File: src/rtl/cfa_pkg.sv
// Shared request codes and controller/datapath interface types for the frame allocator.
`default_nettype none
package cfa_pkg;

	localparam logic [1:0] REQ_ALLOC = 2'd0;
	localparam logic [1:0] REQ_FREE  = 2'd1;

	typedef struct packed {
		logic cap;
		logic scan_init;
		logic scan;
		logic mark;
		logic free_init;
		logic free;
		logic clr;
		logic res;
		logic res_fail;
	} dp_cmd_t;

	typedef struct packed {
		logic [1:0] req_type;
		logic       len_zero;
		logic       len_big;
		logic       free_skip;
		logic       scan_hit;
		logic       scan_miss;
		logic       mark_last;
		logic       free_last;
		logic       clr_last;
		logic       out_space;
	} dp_stat_t;

endpackage
`default_nettype wire

File: src/rtl/cfa_dp.sv
// Datapath of the frame allocator: occupancy map memory, scan counters, free count, result register.
`default_nettype none
module cfa_dp #(
	parameter int NUM_FRAMES = 64
) (
	input  wire logic             clk,
	input  wire logic             arst_n,
	input  wire cfa_pkg::dp_cmd_t cmd,
	output cfa_pkg::dp_stat_t     stat,
	input  wire logic [1:0]       req_type,
	input  wire logic [5:0]       start_frame,
	input  wire logic [6:0]       run_length,
	output logic                  out_valid,
	input  wire logic             out_ready,
	output logic                  status,
	output logic [5:0]            alloc_start,
	output logic [6:0]            free_frames
);
	import cfa_pkg::*;

	localparam int AW = (NUM_FRAMES > 1) ? $clog2(NUM_FRAMES) : 1;
	localparam int CW = $clog2(NUM_FRAMES + 1);
	localparam int SW = (CW > 8) ? CW : 8;
	localparam logic [CW-1:0] N_C = CW'(NUM_FRAMES);
	localparam logic [SW-1:0] N_S = SW'(NUM_FRAMES);

	logic          map_mem [NUM_FRAMES];
	logic          rd_data_q;

	logic [1:0]    type_q;
	logic [5:0]    first_q;
	logic [6:0]    len_q;
	logic [CW-1:0] idx_q;
	logic [CW-1:0] end_q;
	logic [6:0]    run_q;
	logic          pend_q;
	logic [CW-1:0] pos_q;
	logic [CW-1:0] free_cnt_q;
	logic          out_valid_q;
	logic          status_q;
	logic [CW-1:0] start_res_q;
	logic [CW-1:0] free_res_q;

	logic [SW-1:0] sum_s;
	logic [SW-1:0] hit_pos_s;
	logic [CW-1:0] free_end;
	logic [CW-1:0] hit_pos;
	logic [CW-1:0] idx_inc;
	logic [CW-1:0] idx_dec;
	logic          scan_hit;
	logic          rd_go;
	logic          wr_en;
	logic          wr_data;
	logic [AW-1:0] wr_addr;
	logic [CW+5:0] start_ext;
	logic [CW+6:0] free_ext;

	assign sum_s     = SW'(first_q) + SW'(len_q);
	assign free_end  = (sum_s < N_S) ? sum_s[CW-1:0] : N_C;
	assign hit_pos_s = SW'(idx_q) - SW'(len_q);
	assign hit_pos   = hit_pos_s[CW-1:0];
	assign idx_inc   = idx_q + CW'(1);
	assign idx_dec   = idx_q - CW'(1);

	// The registered read data belongs to the frame just before idx_q.
	assign scan_hit = pend_q && !rd_data_q && ((run_q + 7'd1) == len_q);

	assign rd_go = (cmd.scan && (idx_q < N_C)) || (cmd.free && (idx_q < end_q));

	always_comb begin
		wr_en   = 1'b0;
		wr_data = 1'b0;
		wr_addr = idx_q[AW-1:0];
		if (cmd.mark) begin
			wr_en   = 1'b1;
			wr_data = 1'b1;
		end else if (cmd.free && pend_q) begin
			wr_en   = 1'b1;
			wr_addr = idx_dec[AW-1:0];
		end else if (cmd.clr) begin
			wr_en   = 1'b1;
		end
	end

	always_ff @(posedge clk) begin
		if (wr_en) begin
			map_mem[wr_addr] <= wr_data;
		end
		if (rd_go) begin
			rd_data_q <= map_mem[idx_q[AW-1:0]];
		end
	end

	always_ff @(posedge clk or negedge arst_n) begin
		if (!arst_n) begin
			idx_q       <= '0;
			pend_q      <= 1'b0;
			free_cnt_q  <= N_C;
			out_valid_q <= 1'b0;
		end else begin
			if (cmd.scan_init) begin
				idx_q  <= '0;
				pend_q <= 1'b0;
			end else if (cmd.free_init) begin
				idx_q  <= CW'(first_q);
				pend_q <= 1'b0;
			end else if (cmd.scan) begin
				if (scan_hit) begin
					idx_q  <= hit_pos;
					pend_q <= 1'b0;
				end else begin
					if (idx_q < N_C) begin
						idx_q <= idx_inc;
					end
					pend_q <= (idx_q < N_C);
				end
			end else if (cmd.free) begin
				if (idx_q < end_q) begin
					idx_q <= idx_inc;
				end
				pend_q <= (idx_q < end_q);
			end else if (cmd.mark || cmd.clr) begin
				idx_q <= idx_inc;
			end

			if (cmd.mark) begin
				free_cnt_q <= free_cnt_q - CW'(1);
			end else if (cmd.free && pend_q && rd_data_q) begin
				free_cnt_q <= free_cnt_q + CW'(1);
			end

			if (cmd.res) begin
				out_valid_q <= 1'b1;
			end else if (out_ready) begin
				out_valid_q <= 1'b0;
			end
		end
	end

	always_ff @(posedge clk) begin
		if (cmd.cap) begin
			type_q  <= req_type;
			first_q <= start_frame;
			len_q   <= run_length;
			pos_q   <= '0;
		end
		if (cmd.scan_init) begin
			run_q <= '0;
		end else if (cmd.scan && pend_q) begin
			run_q <= rd_data_q ? 7'd0 : (run_q + 7'd1);
		end
		if (cmd.scan && scan_hit) begin
			pos_q <= hit_pos;
			end_q <= idx_q;
		end else if (cmd.free_init) begin
			end_q <= free_end;
		end
		if (cmd.res) begin
			status_q    <= cmd.res_fail;
			start_res_q <= pos_q;
			free_res_q  <= free_cnt_q;
		end
	end

	assign stat.req_type  = type_q;
	assign stat.len_zero  = (len_q == 7'd0);
	assign stat.len_big   = (SW'(len_q) > N_S);
	assign stat.free_skip = (len_q == 7'd0) || (SW'(first_q) >= N_S);
	assign stat.scan_hit  = scan_hit;
	assign stat.scan_miss = pend_q && !scan_hit && (idx_q == N_C);
	assign stat.mark_last = (idx_inc == end_q);
	assign stat.free_last = pend_q && (idx_q == end_q);
	assign stat.clr_last  = (idx_q == (N_C - CW'(1)));
	assign stat.out_space = !out_valid_q || out_ready;

	assign start_ext   = {6'd0, start_res_q};
	assign free_ext    = {7'd0, free_res_q};
	assign out_valid   = out_valid_q;
	assign status      = status_q;
	assign alloc_start = start_ext[5:0];
	assign free_frames = free_ext[6:0];

endmodule
`default_nettype wire

File: src/rtl/cfa_ctrl.sv
// Controller state machine of the frame allocator: sequences clearing, scan, marking and freeing.
`default_nettype none
module cfa_ctrl (
	input  wire logic             clk,
	input  wire logic             arst_n,
	input  wire logic             in_valid,
	output logic                  in_ready,
	output cfa_pkg::dp_cmd_t      cmd,
	input  wire cfa_pkg::dp_stat_t stat
);
	import cfa_pkg::*;

	localparam logic [2:0] ST_CLR    = 3'd0;
	localparam logic [2:0] ST_IDLE   = 3'd1;
	localparam logic [2:0] ST_DECIDE = 3'd2;
	localparam logic [2:0] ST_SCAN   = 3'd3;
	localparam logic [2:0] ST_MARK   = 3'd4;
	localparam logic [2:0] ST_FREE   = 3'd5;
	localparam logic [2:0] ST_DONE   = 3'd6;

	logic [2:0] state_q;
	logic [2:0] state_nx;
	logic       fail_q;
	logic       fail_nx;

	always_comb begin
		state_nx = state_q;
		fail_nx  = fail_q;
		cmd      = '0;
		in_ready = 1'b0;
		unique case (state_q)
			ST_CLR: begin
				cmd.clr = 1'b1;
				if (stat.clr_last) begin
					state_nx = ST_IDLE;
				end
			end
			ST_IDLE: begin
				in_ready = 1'b1;
				if (in_valid) begin
					cmd.cap  = 1'b1;
					fail_nx  = 1'b0;
					state_nx = ST_DECIDE;
				end
			end
			ST_DECIDE: begin
				state_nx = ST_DONE;
				if (stat.req_type == REQ_ALLOC) begin
					if (stat.len_big) begin
						fail_nx = 1'b1;
					end else if (!stat.len_zero) begin
						cmd.scan_init = 1'b1;
						state_nx      = ST_SCAN;
					end
				end else if (stat.req_type == REQ_FREE) begin
					if (!stat.free_skip) begin
						cmd.free_init = 1'b1;
						state_nx      = ST_FREE;
					end
				end
			end
			ST_SCAN: begin
				cmd.scan = 1'b1;
				if (stat.scan_hit) begin
					state_nx = ST_MARK;
				end else if (stat.scan_miss) begin
					fail_nx  = 1'b1;
					state_nx = ST_DONE;
				end
			end
			ST_MARK: begin
				cmd.mark = 1'b1;
				if (stat.mark_last) begin
					state_nx = ST_DONE;
				end
			end
			ST_FREE: begin
				cmd.free = 1'b1;
				if (stat.free_last) begin
					state_nx = ST_DONE;
				end
			end
			ST_DONE: begin
				cmd.res_fail = fail_q;
				if (stat.out_space) begin
					cmd.res  = 1'b1;
					state_nx = ST_IDLE;
				end
			end
			default: begin
				state_nx = ST_IDLE;
			end
		endcase
	end

	always_ff @(posedge clk or negedge arst_n) begin
		if (!arst_n) begin
			state_q <= ST_CLR;
			fail_q  <= 1'b0;
		end else begin
			state_q <= state_nx;
			fail_q  <= fail_nx;
		end
	end

endmodule
`default_nettype wire

File: src/rtl/contiguous_frame_allocator_core.sv
// First-fit contiguous frame allocator over a one-bit-per-frame occupancy map.
//
// Requests enter on the in_* channel (req_type, start_frame, run_length) and each one
// yields exactly one result transaction on the out_* channel (status, alloc_start,
// free_frames). Request code 0 allocates a run, 1 frees a run, anything else queries.
// After reset the block clears the occupancy map one frame per cycle; in_ready stays
// low until that pass is finished. One request is worked on at a time. A query, a
// zero-length request or a free that starts past the end goes straight to the result
// register; a free walks its run and clears each frame; an allocation scans the map
// one frame per cycle through the single read port of the map memory and then marks
// its run one frame per cycle. The result sits in an output register; a new request
// is accepted while it waits. If the receiver stalls, the next finished result is held
// back until the register frees up, and the block takes no further request meanwhile.
`default_nettype none
module contiguous_frame_allocator_core #(
	parameter int NUM_FRAMES = 64
) (
	input  wire logic       clk,
	input  wire logic       arst_n,
	input  wire logic       in_valid,
	output logic            in_ready,
	input  wire logic [1:0] req_type,
	input  wire logic [5:0] start_frame,
	input  wire logic [6:0] run_length,
	output logic            out_valid,
	input  wire logic       out_ready,
	output logic            status,
	output logic [5:0]      alloc_start,
	output logic [6:0]      free_frames
);
	import cfa_pkg::*;

	dp_cmd_t  cmd;
	dp_stat_t stat;

	cfa_ctrl u_ctrl (
		.clk      (clk),
		.arst_n   (arst_n),
		.in_valid (in_valid),
		.in_ready (in_ready),
		.cmd      (cmd),
		.stat     (stat)
	);

	cfa_dp #(
		.NUM_FRAMES (NUM_FRAMES)
	) u_dp (
		.clk         (clk),
		.arst_n      (arst_n),
		.cmd         (cmd),
		.stat        (stat),
		.req_type    (req_type),
		.start_frame (start_frame),
		.run_length  (run_length),
		.out_valid   (out_valid),
		.out_ready   (out_ready),
		.status      (status),
		.alloc_start (alloc_start),
		.free_frames (free_frames)
	);

	// Only one request is in flight, so acceptance closes the input for the next cycle.
	a_one_in_flight: assert property (@(posedge clk) disable iff (!arst_n)
		in_valid && in_ready |=> !in_ready)
		else $error("input accepted while a request was in flight");

	a_fail_no_start: assert property (@(posedge clk) disable iff (!arst_n)
		out_valid && status |-> alloc_start == 6'd0)
		else $error("failed allocation reports a nonzero start frame");

	a_free_bound: assert property (@(posedge clk) disable iff (!arst_n)
		out_valid |-> 32'(free_frames) <= NUM_FRAMES)
		else $error("free frame count above the number of frames");

	a_no_cmd_in_idle: assert property (@(posedge clk) disable iff (!arst_n)
		in_ready |-> !cmd.mark && !cmd.free && !cmd.scan)
		else $error("map update while waiting for a request");

endmodule
`default_nettype wire
File: config.mk
export PLATFORM = sky130hd
export DESIGN_NAME = contiguous_frame_allocator_core
export DESIGN_NICKNAME = d
export VERILOG_FILES = /design/src/rtl/cfa_pkg.sv /design/src/rtl/cfa_dp.sv /design/src/rtl/cfa_ctrl.sv /design/src/rtl/contiguous_frame_allocator_core.sv
export SDC_FILE = /design/constraint.sdc
export NUM_CORES = 1
export LEC_CHECK = 0
export ABC_AREA = 1
export BUFFER_PORTS_ARGS = -buffer_cell sky130_fd_sc_hd__buf_2
export CAP_MARGIN = 20
export CORE_MARGIN = 5
export CORE_UTILIZATION = 55
export CTS_CLUSTER_DIAMETER = 50
export CTS_CLUSTER_SIZE = 10
export DETAILED_ROUTE_END_ITERATION = 16
export MAX_ROUTING_LAYER = met4
export PLACE_DENSITY = 0.76
export SYNTH_ARGS = -nofsm -noshare
export SYNTH_HDL_FRONTEND = slang
export SYNTH_HIERARCHICAL = 1
export SYNTH_SLANG_ARGS = --single-unit
File: constraint.sdc
create_clock -name clk -period 5 [get_ports clk]
set_clock_uncertainty 0.05 [all_clocks]
set_input_delay 0.75 -clock clk [delete_from_list [all_inputs] [get_ports clk]]
set_output_delay 0.75 -clock clk [all_outputs]
set_load 0.005 [all_outputs]
Word level (Yosys, flattened, before mapping) --
Memories as Yosys holds them, arrays and structs flattened. A register that Yosys moved wholly into a read port is not among the register bits. Cells that the tools add are included.
Operators by class: div/mod/pow operators 0, multiplexer cells 66, shift-type cells 0, equality and inequality tests 24, bitwise logic cells 0, $lt $le $gt $ge 4, $add $sub $neg 7, multipliers 0, reduce and logical (&&, ||, !) cells 30
Operators with widths (count):
- $mux 7 | 14
- $mux 1 | 33
- $mux 3 | 10
- $mux 6 | 4
- $add 7x1->7 const B | 3
- $eq 7x7->1 | 3
- $pmux 3 s7 | 1
- $ne 2x2->1 const B | 8
- $reduce_and 6->1 | 2
- $logic_and 1x1->1 | 11
- $eq 3x3->1 const B | 3
- $add 6x7->8 | 1
- $lt 8x7->1 const B | 1
- $reduce_bool 2->1 | 4
- $eq 7x6->1 const B | 1
- $eq 7x7->1 const B | 1
- $gt 7x7->1 const B | 1
- $logic_not 7->1 | 1
- $lt 7x7->1 | 1
- $lt 7x7->1 const B | 1
- $sub 7x1->7 const B | 1
- $sub 7x7->7 | 1
- $eq 3x2->1 const B | 2
- $mux 2 | 3
- 16 further kinds | 20
Storage, ports and cells: latch bits 0, word-level logic and storage cells 147, memories 1, register bits 69, bits in read-only memories 0, memory bits (writable) 64
Memories:
- u_dp.map_mem | depth 64, bits a word 1, read ports 1, clocked after Yosys merged registers in 1, write ports 1, line cfa_dp.sv:27 | logic map_mem [NUM_FRAMES];

Depth between registers and ports, before layout --
depth after elaboration 9, depth in mapped cells 19, depth with buffers taken out 19

By module --
The synthesis kept the hierarchy.
Modules (own cells, without submodules):
- cfa_dp | seq. area each 3754.9 µm², area each 6990.5 µm², instances 1, cells an instance 773
- cfa_ctrl | seq. area each 100.1 µm², area each 495.5 µm², instances 1, cells an instance 90

Worst setup path after synthesis --
Ideal clock, no wire load.
kind reg-to-reg, start register u_ctrl.state_q[2], end register u_dp.free_cnt_q[6], clock period less this slack 4212 ps, setup slack 788 ps, required time 4874 ps, path buffers 0, cell stages (with the launch flop) 14, library setup time 76 ps, data arrival time 4086 ps, cells stage by stage dfrtp_1 -> inv_2 -> nor2_4 -> inv_1 -> nor2_1 -> inv_1 -> fa_1 -> o21ai_0 -> nand2_1 -> nand2_1 -> a21oi_1 -> xor2_1 -> nand2_1 -> nand2_1
RTL lines:
- from (decl) | line cfa_ctrl.sv:21 | logic [2:0] state_q;
- from (signal assigned) | line cfa_ctrl.sv:101 | state_q <= state_nx;
- to (signal assigned) | line cfa_dp.sv:127 | free_cnt_q <= free_cnt_q - CW'(1);
- to (signal assigned) | line cfa_dp.sv:129 | free_cnt_q <= free_cnt_q + CW'(1);
- to (decl) | line cfa_dp.sv:38 | logic [CW-1:0] free_cnt_q;

==> flow_summary.json <==
{
  "status": "finished, final reports clean",
  "drive_above_1_share_pct": 12.1,
  "route.detailed.drc": 0,
  "worst-endpoint-arrival_ps": 3520,
  "hold_class": "in2async",
  "yosysWarningCount": 6,
  "path_class": "reg2reg",
  "wl_per_cell_um": 15.6,
  "dieArea_um2": 16000,
  "overflow": 0,
  "fp.coreArea_um2": 13300,
  "final_area_um2": 8400,
  "place_area_um2": 7790,
  "critPathLaunchType": "flop",
  "synth_nets": 912,
  "synth_area_leaders": "edfxtp_1 (43%), nand2_1 (9.2%), nor2_1 (7.7%)",
  "worst_slew_pin_slew_ps": 897,
  "ctsResizeCount": 0,
  "rows": 42,
  "fin_nets": 946,
  "grt_usage_pct": 22.4,
  "synth_area_leader_cell": "edfxtp_1",
  "viasPerCell": 5.58,
  "path_clk_slew_ps": 60,
  "crit_fanout": 25,
  "ys_types": 46,
  "ant_nets": 0,
  "syn_inst": 863,
  "dpl.hpwl_mm": 11.5,
  "final-setup-viol-count": 0,
  "synth_edf_count": 107,
  "start_util_pct": 56.3,
  "portBuffers": 34,
  "powerDensity_nw_per_um2": 296,
  "cts_inserted_buffers": 17,
  "vias": 6060,
  "fin_crit_ps": 3250,
  "finalHoldViolCount": 0,
  "endpoint_kind": "flop",
  "drt-total-wl_mm": 16.9,
  "async_reset_ff_share_pct": 14.9,
  "synth_flop_cell": "edfxtp_1",
  "required_ps": 5270,
  "drv_cap": 0,
  "antenna_cells": 0,
  "cts_buffer_depth": 2,
  "cts_tree": "yes",
  "worstSkewPairLatency_ps": 430,
  "synth.top_cell.area_share_pct": 42.9,
  "grt_pass1_wl_mm": 27.9,
  "root_buffer": "clkbuf_16",
  "ioPinCount": 35,
  "max_freq_mhz": 308,
  "cts-hold-fix-buffers": 0,
  "dieHeight_um": 127,
  "final.setup.tns_ps": 0,
  "period_share_pct": 65.0,
  "synth_seq_cells": 134,
  "area_delta_synth_final_pct": 12.2,
  "dr.pass1.iters": 5,
  "ir_worst_vdd_mv": 0.226,
  "register_area_um2": 3850,
  "grt_start_max_net_pins": 66,
  "slew_violations": 0,
  "post_cts_buffers": 0,
  "gp_congestion": 0.955,
  "die_w_um": 127,
  "drtIter0Drc": 702,
  "slew_headroom_pct": 40.2,
  "grt_pass1_vias": 5621,
  "p_leak_nw": 3.35,
  "ys_seq_area_share_pct": 51.5,
  "multi_input_area_um2": 3140,
  "netlist_area_um2": 7490,
  "grt_setup_unrepaired": "false",
  "synth.avg_cell_area_um2": 8.67,
  "numClockSinks": 134,
  "grt_antenna_before_repair": 0,
  "fillers": 1125,
  "htreeDepth": 4
}
## stage by stage
step           setup WS (ps)  power [W]  hold slack, ps  utilization, %  std cells
3_3_place_gp            1860    0.00122             354            58.6       1053
5_1_grt                 1420    0.00255             253            63.2       1086
4_1_cts                 1730    0.00250             230            63.1       1085
6_report                1750    0.00248             226            63.2       1086
2_1_floorplan            788    0.00121             350               -        863
3_5_place_dp            1780    0.00122             355            58.6       1053
## metal layers
layer	vias to the layer above	track usage, %	routed length, µm
met4	0	6.62	248
met1	2860	30.0	7540
met5	-	-	0
met3	23	6.01	1390
li1	2948	-	-
met2	229	33.8	7730
## cell type report
type,instances,area share (%)
tap,176,2.62
clock inverter,14,2.07
timing repair buffer,39,2.47
inverter,99,4.42
multi-input combinational,606,37.4
sequential,134,45.9
clock buffer,18,5.11
## cell families after synthesis
logic type / Yosys count / synth area share [%]
flip-flops: 134 / 51.5
AND/OR/NAND/NOR: 450 / 26.0
AO/OA/AOI/OAI: 107 / 8.36
XOR/XNOR: 19 / 2.22
adder cells (fa/ha/maj): 30 / 5.32
buffers and inverters: 123 / 6.64
## worst max-delay path, cell delays in order, from the launching register on
cell,delay (ps)
dfrtp_1,930
inv_1,480
ha_1,470
xor2_1,160
nor3_1,190
o211ai_1,120
nor3_1,160
inv_1,60
nand3_1,80
nand2_1,70
nor2_2,190
nand2_2,80
nand2_1,70
nand2_1,50
## synth_stat cells (4+ instances only)
library cell / instances
inv_1: 92
o21ai_0: 44
nor2_4: 5
or2_2: 5
nand3_1: 53
nand4_1: 16
xnor2_1: 5
dfrtp_1: 19
nand2_2: 11
clkbuf_1: 13
nor3_1: 6
xor2_1: 14
o22ai_1: 12
inv_2: 5
o211ai_1: 8
nor2_2: 8
dfxtp_1: 7
edfxtp_1: 107
nor2_1: 154
a21oi_1: 22
buf_2: 4
nand2_1: 183
o221ai_1: 4
ha_1: 27
## worst paths after layout
path | start | endpoint | slack (ps) | cells past startpoint
worst max-delay path | u_dp/idx_q[1] | u_ctrl/state_q[2] | 1750 | 13
worst min-delay path | arst_n | u_ctrl/fail_q | 230 | 1
worst max register to register | u_dp/idx_q[1] | u_ctrl/state_q[2] | 1750 | 13
worst min register to register | u_dp/pos_q[5] | u_dp/start_res_q[5] | 360 | 0
max in group asynchronous | arst_n | u_dp/free_cnt_q[6] | 4320 | 1
min in group clk | u_dp/pos_q[5] | u_dp/start_res_q[5] | 360 | 0
## registers in the layout (all words and copies together), names as in the netlist, 7 cells and up
name and flops:
u_dp/free_cnt_q 7, u_dp/idx_q 7, u_dp/free_frames 7, u_dp/run_q 7, u_dp/len_q 7, u_dp/end_q 7
u_dp/map_mem 64
## power by group
part | switching [W] | internal (W) | total, W
Sequential | 0.0000000000000000000182 | 0.00119 | 0.00119
Clock | 0.000495 | 0.000788 | 0.00128
Combinational | 0.00000513 | 0.00000493 | 0.0000101
## layout by cell type (no fill, tap or decap), types with 11 or more instances in the layout
| cell type | count |
|---|---|
| nand2_1 | 183 |
| nor2_1 | 153 |
| edfxtp_1 | 107 |
| inv_1 | 92 |
| nand3_1 | 53 |
| o21ai_0 | 44 |
| buf_2 | 34 |
| ha_1 | 27 |
| a21oi_1 | 22 |
| dfrtp_1 | 19 |
| clkbuf_16 | 17 |
| nand4_1 | 16 |
| xor2_1 | 14 |
| o22ai_1 | 12 |
| nand2_2 | 11 |
(Power assumes the default switching activity.)
